<file path="src/sv/ps2ev_pkg.sv">
// Shared types, codes and the extended-scancode table for the PS/2 event decoder.
`default_nettype none
package ps2ev_pkg;

    // event types
    localparam logic [1:0] EVT_SYNC = 2'd0;
    localparam logic [1:0] EVT_KEY  = 2'd1;
    localparam logic [1:0] EVT_REL  = 2'd2;

    // event codes
    localparam logic [8:0] CODE_SYNC   = 9'h000;
    localparam logic [8:0] CODE_REL_X  = 9'h000;
    localparam logic [8:0] CODE_REL_Y  = 9'h001;
    localparam logic [8:0] CODE_BTN_L  = 9'h110;
    localparam logic [8:0] CODE_BTN_R  = 9'h111;
    localparam logic [8:0] CODE_BTN_M  = 9'h112;

    localparam logic [7:0] KBD_EXT_PREFIX = 8'hE0;
    localparam logic signed [9:0] MOTION_SAT = 10'sd255;

    // bit positions in the per-report event mask, emitted lowest first
    localparam int unsigned EV_NUM = 7;
    localparam logic [2:0] EVB_X     = 3'd0;
    localparam logic [2:0] EVB_Y     = 3'd1;
    localparam logic [2:0] EVB_BTN_L = 3'd2;
    localparam logic [2:0] EVB_BTN_R = 3'd3;
    localparam logic [2:0] EVB_BTN_M = 3'd4;
    localparam logic [2:0] EVB_KEY   = 3'd5;
    localparam logic [2:0] EVB_SYNC  = 3'd6;

    // one decoded report, handed from front to back
    typedef struct packed {
        logic [EV_NUM-1:0]  events;
        logic [6:0]         key_code;
        logic               key_press;
        logic signed [9:0]  dx;
        logic signed [9:0]  dy;
        logic [2:0]         btn_new;
    } desc_t;

    function automatic logic [6:0] remap_ext(input logic [6:0] code);
        logic [6:0] res;
        case (code)
            7'h1C: res = 7'd96;
            7'h1D: res = 7'd97;
            7'h35: res = 7'd98;
            7'h38: res = 7'd100;
            7'h47: res = 7'd102;
            7'h48: res = 7'd103;
            7'h49: res = 7'd104;
            7'h4B: res = 7'd105;
            7'h4D: res = 7'd106;
            7'h4F: res = 7'd107;
            7'h50: res = 7'd108;
            7'h51: res = 7'd109;
            7'h52: res = 7'd110;
            7'h53: res = 7'd111;
            default: res = code;
        endcase
        return res;
    endfunction

endpackage
`default_nettype wire

</file>
<file path="src/sv/ps2ev_front.sv">
// Front end: takes bytes, tracks prefix and packet framing, builds report descriptors.
`default_nettype none
module ps2ev_front (
    input  wire logic             aclk,
    input  wire logic             aresetn,
    input  wire logic             cfg_wr_en,
    input  wire logic             cfg_wr_data,
    input  wire logic             s_valid,
    output logic                  s_ready,
    input  wire logic [7:0]       s_data_byte,
    input  wire logic             s_from_aux_port,
    output logic                  push,
    output ps2ev_pkg::desc_t      push_desc,
    input  wire logic             full
);
    import ps2ev_pkg::*;

    logic       mouse_en_reg, mouse_en_next;
    logic       ext_reg, ext_next;
    logic [1:0] pos_reg, pos_next;
    logic [2:0] btn_reg, btn_next;
    logic [7:0] pkt0_reg, pkt0_next;
    logic [7:0] pkt1_reg, pkt1_next;

    logic              accept;
    logic              is_prefix;
    logic              kbd_word;
    logic              mouse_take;
    logic              pkt_done;
    logic signed [9:0] dx;
    logic signed [9:0] ry;
    logic signed [9:0] dy;
    logic [2:0]        chg;

    assign s_ready = !full;
    assign accept  = s_valid && s_ready;

    assign is_prefix  = (s_data_byte == KBD_EXT_PREFIX);
    assign kbd_word   = !s_from_aux_port && !is_prefix;
    assign mouse_take = s_from_aux_port && mouse_en_reg;
    assign pkt_done   = mouse_take && (pos_reg == 2'd2);

    // 9-bit motion with sign from the flag byte; overflow saturates
    always_comb begin
        ry = {pkt0_reg[5], pkt0_reg[5], s_data_byte};
        if (pkt0_reg[6]) begin
            dx = pkt0_reg[4] ? -MOTION_SAT : MOTION_SAT;
        end else begin
            dx = {pkt0_reg[4], pkt0_reg[4], pkt1_reg};
        end
        if (pkt0_reg[7]) begin
            dy = pkt0_reg[5] ? MOTION_SAT : -MOTION_SAT;
        end else begin
            dy = -ry;
        end
    end

    assign chg = pkt0_reg[2:0] ^ btn_reg;

    always_comb begin
        push_desc           = '0;
        push_desc.key_code  = ext_reg ? remap_ext(s_data_byte[6:0]) : s_data_byte[6:0];
        push_desc.key_press = !s_data_byte[7];
        push_desc.dx        = dx;
        push_desc.dy        = dy;
        push_desc.btn_new   = pkt0_reg[2:0];
        if (s_from_aux_port) begin
            push_desc.events[EVB_X]     = (dx != '0);
            push_desc.events[EVB_Y]     = (dy != '0);
            push_desc.events[EVB_BTN_L] = chg[0];
            push_desc.events[EVB_BTN_R] = chg[1];
            push_desc.events[EVB_BTN_M] = chg[2];
        end else begin
            push_desc.events[EVB_KEY]   = 1'b1;
        end
        push_desc.events[EVB_SYNC] = 1'b1;
    end

    assign push = accept && (kbd_word || pkt_done);

    always_comb begin
        mouse_en_next = cfg_wr_en ? cfg_wr_data : mouse_en_reg;
        ext_next      = ext_reg;
        pos_next      = pos_reg;
        btn_next      = btn_reg;
        pkt0_next     = pkt0_reg;
        pkt1_next     = pkt1_reg;
        if (accept) begin
            if (!s_from_aux_port) begin
                ext_next = is_prefix;
            end else if (mouse_take) begin
                if (pos_reg == 2'd0) begin
                    // unsynchronized flag byte is dropped
                    if (s_data_byte[3]) begin
                        pkt0_next = s_data_byte;
                        pos_next  = 2'd1;
                    end
                end else if (pos_reg == 2'd1) begin
                    pkt1_next = s_data_byte;
                    pos_next  = 2'd2;
                end else begin
                    pos_next = 2'd0;
                    btn_next = pkt0_reg[2:0];
                end
            end
        end
    end

    always_ff @(posedge aclk) begin
        if (!aresetn) begin
            mouse_en_reg <= 1'b0;
            ext_reg      <= 1'b0;
            pos_reg      <= 2'd0;
            btn_reg      <= 3'd0;
        end else begin
            mouse_en_reg <= mouse_en_next;
            ext_reg      <= ext_next;
            pos_reg      <= pos_next;
            btn_reg      <= btn_next;
        end
        pkt0_reg <= pkt0_next;
        pkt1_reg <= pkt1_next;
    end

endmodule
`default_nettype wire

</file>
<file path="src/sv/ps2ev_fifo.sv">
// Small register-file queue of report descriptors between front and back.
`default_nettype none
module ps2ev_fifo #(
    parameter int unsigned DEPTH = 4
) (
    input  wire logic             aclk,
    input  wire logic             aresetn,
    input  wire logic             push,
    input  wire ps2ev_pkg::desc_t push_desc,
    output logic                  full,
    input  wire logic             pop,
    output ps2ev_pkg::desc_t      head_desc,
    output logic                  head_valid
);
    import ps2ev_pkg::*;

    localparam int unsigned PTR_W = (DEPTH > 1) ? $clog2(DEPTH) : 1;
    localparam int unsigned CNT_W = $clog2(DEPTH + 1);
    localparam logic [PTR_W-1:0] PTR_LAST = PTR_W'(DEPTH - 1);

    desc_t            entries [DEPTH];
    logic [PTR_W-1:0] wr_ptr_reg, wr_ptr_next;
    logic [PTR_W-1:0] rd_ptr_reg, rd_ptr_next;
    logic [CNT_W-1:0] cnt_reg, cnt_next;

    assign full       = (cnt_reg == CNT_W'(DEPTH));
    assign head_valid = (cnt_reg != '0);
    assign head_desc  = entries[rd_ptr_reg];

    always_comb begin
        wr_ptr_next = wr_ptr_reg;
        rd_ptr_next = rd_ptr_reg;
        cnt_next    = cnt_reg;
        if (push) begin
            wr_ptr_next = (wr_ptr_reg == PTR_LAST) ? '0 : wr_ptr_reg + 1'b1;
        end
        if (pop) begin
            rd_ptr_next = (rd_ptr_reg == PTR_LAST) ? '0 : rd_ptr_reg + 1'b1;
        end
        case ({push, pop})
            2'b10:   cnt_next = cnt_reg + 1'b1;
            2'b01:   cnt_next = cnt_reg - 1'b1;
            default: cnt_next = cnt_reg;
        endcase
    end

    always_ff @(posedge aclk) begin
        if (!aresetn) begin
            wr_ptr_reg <= '0;
            rd_ptr_reg <= '0;
            cnt_reg    <= '0;
        end else begin
            wr_ptr_reg <= wr_ptr_next;
            rd_ptr_reg <= rd_ptr_next;
            cnt_reg    <= cnt_next;
        end
        if (push) begin
            entries[wr_ptr_reg] <= push_desc;
        end
    end

    a_no_overflow: assert property (@(posedge aclk) disable iff (!aresetn)
        full |-> !push)
        else $error("descriptor pushed into full queue");

    a_no_underflow: assert property (@(posedge aclk) disable iff (!aresetn)
        !head_valid |-> !pop)
        else $error("descriptor popped from empty queue");

endmodule
`default_nettype wire

</file>
<file path="src/sv/ps2ev_back.sv">
// Back end: walks each descriptor's event mask and emits one event word per cycle unless stalled.
`default_nettype none
module ps2ev_back (
    input  wire logic              aclk,
    input  wire logic              aresetn,
    input  wire ps2ev_pkg::desc_t  head_desc,
    input  wire logic              head_valid,
    output logic                   pop,
    output logic                   m_valid,
    input  wire logic              m_ready,
    output logic [1:0]             m_event_type,
    output logic [8:0]             m_event_code,
    output logic signed [9:0]      m_event_value,
    output logic                   m_last_of_report
);
    import ps2ev_pkg::*;

    desc_t              cur_reg, cur_next;
    logic [EV_NUM-1:0]  pend_reg, pend_next;
    logic               m_valid_reg, m_valid_next;
    logic [1:0]         type_reg, type_next;
    logic [8:0]         code_reg, code_next;
    logic signed [9:0]  value_reg, value_next;
    logic               last_reg, last_next;

    logic               out_free;
    logic               emit;
    logic [EV_NUM-1:0]  low_bit;
    logic [EV_NUM-1:0]  pend_after;
    logic [2:0]         ev_idx;

    assign out_free   = !m_valid_reg || m_ready;
    assign emit       = out_free && (pend_reg != '0);
    assign low_bit    = pend_reg & (~pend_reg + 1'b1);
    assign pend_after = emit ? (pend_reg & ~low_bit) : pend_reg;
    // next report loads as soon as the current one has no events left
    assign pop        = (pend_after == '0) && head_valid;

    always_comb begin
        ev_idx = EVB_SYNC;
        for (int i = EV_NUM - 1; i >= 0; i--) begin
            if (low_bit[i]) begin
                ev_idx = 3'(i);
            end
        end
    end

    always_comb begin
        cur_next     = pop ? head_desc : cur_reg;
        pend_next    = pop ? head_desc.events : pend_after;
        m_valid_next = emit ? 1'b1 : (m_ready ? 1'b0 : m_valid_reg);
        type_next    = type_reg;
        code_next    = code_reg;
        value_next   = value_reg;
        last_next    = last_reg;
        if (emit) begin
            last_next = 1'b0;
            case (ev_idx)
                EVB_X: begin
                    type_next  = EVT_REL;
                    code_next  = CODE_REL_X;
                    value_next = cur_reg.dx;
                end
                EVB_Y: begin
                    type_next  = EVT_REL;
                    code_next  = CODE_REL_Y;
                    value_next = cur_reg.dy;
                end
                EVB_BTN_L: begin
                    type_next  = EVT_KEY;
                    code_next  = CODE_BTN_L;
                    value_next = {9'd0, cur_reg.btn_new[0]};
                end
                EVB_BTN_R: begin
                    type_next  = EVT_KEY;
                    code_next  = CODE_BTN_R;
                    value_next = {9'd0, cur_reg.btn_new[1]};
                end
                EVB_BTN_M: begin
                    type_next  = EVT_KEY;
                    code_next  = CODE_BTN_M;
                    value_next = {9'd0, cur_reg.btn_new[2]};
                end
                EVB_KEY: begin
                    type_next  = EVT_KEY;
                    code_next  = {2'd0, cur_reg.key_code};
                    value_next = {9'd0, cur_reg.key_press};
                end
                default: begin
                    type_next  = EVT_SYNC;
                    code_next  = CODE_SYNC;
                    value_next = '0;
                    last_next  = 1'b1;
                end
            endcase
        end
    end

    always_ff @(posedge aclk) begin
        if (!aresetn) begin
            pend_reg    <= '0;
            m_valid_reg <= 1'b0;
        end else begin
            pend_reg    <= pend_next;
            m_valid_reg <= m_valid_next;
        end
        cur_reg   <= cur_next;
        type_reg  <= type_next;
        code_reg  <= code_next;
        value_reg <= value_next;
        last_reg  <= last_next;
    end

    assign m_valid          = m_valid_reg;
    assign m_event_type     = type_reg;
    assign m_event_code     = code_reg;
    assign m_event_value    = value_reg;
    assign m_last_of_report = last_reg;

    a_last_is_sync: assert property (@(posedge aclk) disable iff (!aresetn)
        m_valid_reg |-> (last_reg == (type_reg == EVT_SYNC)))
        else $error("last_of_report does not match sync event");

    a_stall_no_emit: assert property (@(posedge aclk) disable iff (!aresetn)
        (m_valid_reg && !m_ready) |-> !emit)
        else $error("event emitted over a stalled output word");

    a_pop_when_done: assert property (@(posedge aclk) disable iff (!aresetn)
        pop |-> ((pend_reg & ~low_bit) == '0 || !emit) && (pend_after == '0))
        else $error("report loaded while events still pending");

endmodule
`default_nettype wire

</file>
<file path="src/sv/ps2_input_to_event_decoder.sv">
// Top level of the PS/2 byte stream to input-event decoder.
// Takes one controller byte per cycle while the report queue has room; keyboard
// words and completed 3-byte mouse packets each become a report in the queue, and
// the back end emits that report's events one per cycle while m_ready is high, through a
// registered output word. A key report holds 2 events, a mouse report 1 to 6 (motion
// X, motion Y, up to three button changes, then sync). The sustained rate is therefore
// set by the output side at one event per cycle while m_ready is high; FIFO_DEPTH
// reports can be buffered so input bytes keep flowing while a long report drains.
// mouse_enable is written through cfg_wr_en/cfg_wr_data and resets to 0.
`default_nettype none
module ps2_input_to_event_decoder #(
    parameter int unsigned FIFO_DEPTH = 4
) (
    input  wire logic         aclk,
    input  wire logic         aresetn,
    input  wire logic         cfg_wr_en,
    input  wire logic         cfg_wr_data,
    input  wire logic         s_valid,
    output logic              s_ready,
    input  wire logic [7:0]   s_data_byte,
    input  wire logic         s_from_aux_port,
    output logic              m_valid,
    input  wire logic         m_ready,
    output logic [1:0]        m_event_type,
    output logic [8:0]        m_event_code,
    output logic signed [9:0] m_event_value,
    output logic              m_last_of_report
);
    import ps2ev_pkg::*;

    desc_t push_desc;
    desc_t head_desc;
    logic  push;
    logic  full;
    logic  pop;
    logic  head_valid;

    ps2ev_front u_front (
        .aclk            (aclk),
        .aresetn         (aresetn),
        .cfg_wr_en       (cfg_wr_en),
        .cfg_wr_data     (cfg_wr_data),
        .s_valid         (s_valid),
        .s_ready         (s_ready),
        .s_data_byte     (s_data_byte),
        .s_from_aux_port (s_from_aux_port),
        .push            (push),
        .push_desc       (push_desc),
        .full            (full)
    );

    ps2ev_fifo #(
        .DEPTH (FIFO_DEPTH)
    ) u_fifo (
        .aclk       (aclk),
        .aresetn    (aresetn),
        .push       (push),
        .push_desc  (push_desc),
        .full       (full),
        .pop        (pop),
        .head_desc  (head_desc),
        .head_valid (head_valid)
    );

    ps2ev_back u_back (
        .aclk             (aclk),
        .aresetn          (aresetn),
        .head_desc        (head_desc),
        .head_valid       (head_valid),
        .pop              (pop),
        .m_valid          (m_valid),
        .m_ready          (m_ready),
        .m_event_type     (m_event_type),
        .m_event_code     (m_event_code),
        .m_event_value    (m_event_value),
        .m_last_of_report (m_last_of_report)
    );

endmodule
`default_nettype wire

</file>
<file path="config.mk">
export PLATFORM = sky130hd
export DESIGN_NAME = ps2_input_to_event_decoder
export DESIGN_NICKNAME = d
export VERILOG_FILES = /design/src/sv/ps2ev_pkg.sv /design/src/sv/ps2ev_front.sv /design/src/sv/ps2ev_fifo.sv /design/src/sv/ps2ev_back.sv /design/src/sv/ps2_input_to_event_decoder.sv
export SDC_FILE = /design/constraint.sdc
export NUM_CORES = 1
export LEC_CHECK = 0
export ABC_CLOCK_PERIOD_IN_PS = 4200
export BUFFER_PORTS_ARGS = -buffer_cell sky130_fd_sc_hd__buf_2
export CAP_MARGIN = 10
export CORE_MARGIN = 5
export CORE_UTILIZATION = 45
export DETAILED_ROUTE_END_ITERATION = 10
export SLEW_MARGIN = 20
export SYNTH_ARGS = -nofsm -noshare
export SYNTH_HDL_FRONTEND = slang
export SYNTH_HIERARCHICAL = 1
export SYNTH_SLANG_ARGS = --single-unit
</file>
<file path="constraint.sdc">
create_clock -name aclk -period 4.2 [get_ports aclk]
set_input_delay 0.42 -clock aclk [delete_from_list [all_inputs] [get_ports aclk]]
set_output_delay 0.42 -clock aclk [all_outputs]
set_load 0.03 [all_outputs]
</file>
==> impl_metrics.csv <==
group,metric,value,unit
worst_setup_path,start_kind,"register",
cts,cts-root-buf,"clkbuf_16",
worst_setup_path,path_max_fanout,19,
cts,cts_hold_buf,0,
floorplanning,start_util,0.456,
synthesis,synthFlopType,"edfxtp_1",
timing,setup_viol,0,
worst_setup_path,r2r_slack,1160,ps
floorplanning,io_pins,39,
worst_setup_path,reg2regPathDepth,9,
synthesis,syn_nets,616,
routing,drc_errors,0,
worst_setup_path,worst_setup_path_end_kind,"register",
cells_and_area,final_util,0.507,
worst_setup_path,timing.critical_path.from,"u_back/pend_reg[0]$_SDFF_PN0_",
timing,setup-tns-final,0,ps
global_routing,first_global_vias,5233,
worst_setup_path,endpoint,"u_fifo/cnt_reg[2]$_SDFFE_PN0P_",
synthesis,synthMostInstantiatedCell,"edfxtp_1",
cells_and_area,num-fill-cells,1784,
place,place_congestion,0.866,
routing,met3RoutedLength,1130,um
routing,viasPerCell,5.47,
cells_and_area,final_cells,930,
synthesis,synth.largest_area_cell,"edfxtp_1",
power,totalPowerFinal,0.00716,W
routing,firstDrtPassIters,5,
routing,wl_met1,8170,um
timing,rsz0062_at_grt,"no",
cts,htree_levels,1,
synthesis,yosys_warnings,6,
floorplanning,die_x,158,um
cts,path_clk_slew,60,ps
power,ir_drop,0.302,mV
cts,cts_buffers,24,
floorplanning,core_area,21800,um2
synthesis,ys_ff_latch,243,
routing,wl_met2,8810,um
synthesis,mappedNetlistArea,9910,um2
routing,antenna_left,0,
timing,period_share,0.724,
cts,max-clock-path-buffers,3,
timing,fmax,329,MHz
synthesis,synthCells,590,
timing,whs,136,ps
floorplanning,die_h,158,um
worst_hold_path,holdCritPathClass,"in -> reg",
run_status,status,"complete, no violations",
cells_and_area,layout.nets,660,
run,max-cap-violations,0,
timing,slew_headroom,0.362,
cells_and_area,seqCellArea,7060,um2
global_routing,antenna_found_initial,0,
cells_and_area,multi_input_area,2570,um2
floorplanning,die_area,25100,um2
global_routing,grt_overflow,0,
cts,cts_setup_buffers,0,
place,place_inst,888,
worst_setup_path,worstReg2RegStart,"u_back/pend_reg[0]$_SDFF_PN0_",
cells_and_area,drive_gt1_frac,0.215,
floorplanning,rows,54,
place,io_buffer_count,37,
worst_setup_path,regToRegEndpoint,"u_fifo/cnt_reg[2]$_SDFFE_PN0P_",
global_routing,grt_util_all_layers,0.152,
worst_setup_path,arrival,3480,ps
timing,worst_pin_slew,956,ps
worst_setup_path,crit_type,"reg -> reg",
synthesis,yosysUniqueCellTypes,66,
cts,clkSinkCount,243,
timing,slew_viol_final,0,
routing,routedWlPerCell,19.8,um
power,powerDensity,649,nW/um2
cells_and_area,antenna_cells,0,
global_routing,grt_pass1_wl,29300,um
synthesis,synthTopCellsByArea,"edfxtp_1 (66%), mux4_2 (8.6%), dfxtp_1 (4.8%)",
cells_and_area,area_growth,11.3,%
routing,drt-initial-drc-count,328,
timing,hold_viol,0,
synthesis,synth_commonest_cells,"edfxtp_1 (219), mux4_2 (38), nor2_1 (31)",
cts,cts_tree,"done",
synthesis,synth_edf_count,219,
cts,post_cts_resized,0,
global_routing,grt_max_degree,39,
routing,routed.top_layer,"met4",
cells_and_area,largest_reg_flops,152,
synthesis,synthArstFlopShare,0,
place,hpwlAfterDp,12400,um
synthesis,ys_seq_area_frac,0.712,
routing,vias,5089,
worst_setup_path,worstPathRequired,4640,ps
cts,clk-insertion-delay-late,510,ps
power,leakage,3.72,nW
timing,fin_crit,3040,ps
timing,finClkSkew,6.45,ps
routing,wl,18400,um
synthesis,synth_top_area_frac,0.663,
synthesis,syn_avg_cell_area,16.8,um2
cells in the final DEF, fill, tap and decap left out, drive strengths merged, types with 4 or more instances in the layout:
cell | synthesis | final
nor2 | 31 | 31
or2 | 7 | 7
nand2 | 23 | 23
clkinv | 1 | 12
xor2 | 4 | 4
nor2b | 16 | 16
nand3 | 4 | 4
or3 | 6 | 6
nand2b | 6 | 6
mux2i | 7 | 7
nor4 | 5 | 5
a22o | 10 | 10
dfxtp | 24 | 24
and2 | 14 | 14
buf | 20 | 49
edfxtp | 219 | 219
o21ai | 24 | 24
inv | 21 | 21
xnor2 | 7 | 7
nor3 | 8 | 8
a21oi | 13 | 13
mux4 | 38 | 38
a31oi | 4 | 4
a21boi | 5 | 5
ha | 10 | 10
clkbuf | 11 | 31
nor3b | 5 | 5
area by class of cell:
type	instances	area share
Inverter	22	0.00748
Clock buffer	31	0.0587
Sequential cell	243	0.640
Clock inverter	11	0.00397
Tap cell	280	0.0318
Multi-Input combinational cell	294	0.233
Timing Repair Buffer	49	0.0249
power by group:
group / switching [W] / total, W / internal (W)
logic: 0.00109 / 0.00177 / 0.000677
registers: 0.000258 / 0.00350 / 0.00324
clock network: 0.000813 / 0.00189 / 0.00108
total: 0.00217 / 0.00716 / 0.00499
critical path: stages (launching register included):
cell      delay, ps
dfxtp_1         550
nor4_2          510
o211ai_1        250
a211oi_4        330
ha_1            240
inv_1            60
fa_1            370
xor2_1          180
or3_1           320
a21boi_0        160
stage by stage:
step / setup WS (ps) / area [um2]
2_1_floorplan: 97.4 / 9910
3_3_place_gp: 895 / 10300
3_5_place_dp: 777 / 10300
4_1_cts: 1130 / 11000
5_1_grt: 906 / 11000
6_report: 1160 / 11000
per-layer routing:
layer | vias up | global-route usage
li1 | 2360 | -
met1 | 2558 | 0.218
met2 | 144 | 0.244
met3 | 27 | 0.0247
met4 | 0 | 0.0390
met5 | - | 0
worst min path at each step:
| stage | start | endpoint | slack [ps] | cells past startpoint |
|---|---|---|---|---|
| after floorplan | u_fifo/cnt_reg[2]$_SDFFE_PN0P_ | u_fifo/cnt_reg[2]$_SDFFE_PN0P_ | 470 | 2 |
| after global placement | u_fifo/cnt_reg[2]$_SDFFE_PN0P_ | u_fifo/cnt_reg[2]$_SDFFE_PN0P_ | 480 | 2 |
| after detailed placement | u_back/cur_reg[26]$_DFFE_PP_ | u_back/m_event_code[2]$_DFFE_PP_ | 510 | 1 |
| after CTS | s_data_byte[7] | u_front/pkt1_reg[7]$_DFFE_PP_ | 120 | 1 |
| after global routing | s_data_byte[7] | u_front/pkt1_reg[7]$_DFFE_PP_ | 130 | 1 |
| final | s_data_byte[7] | u_front/pkt1_reg[7]$_DFFE_PP_ | 140 | 1 |
cell families (layout without fill, tap and decap cells):
group | Yosys count | count (layout) | synth area share
xor gates and xnor gates | 11 | 11 | 0.00972
other | 2 | 2 | 0.000757
buffers and inverters | 53 | 113 | 0.0308
and+or+nand+nor | 141 | 141 | 0.0795
muxes | 48 | 48 | 0.0968
adders and majority gates | 12 | 12 | 0.0156
AOI/OAI and AO/OA | 80 | 80 | 0.0550
DFF | 243 | 243 | 0.712
Note: power is estimated with default switching activity, not from simulation.
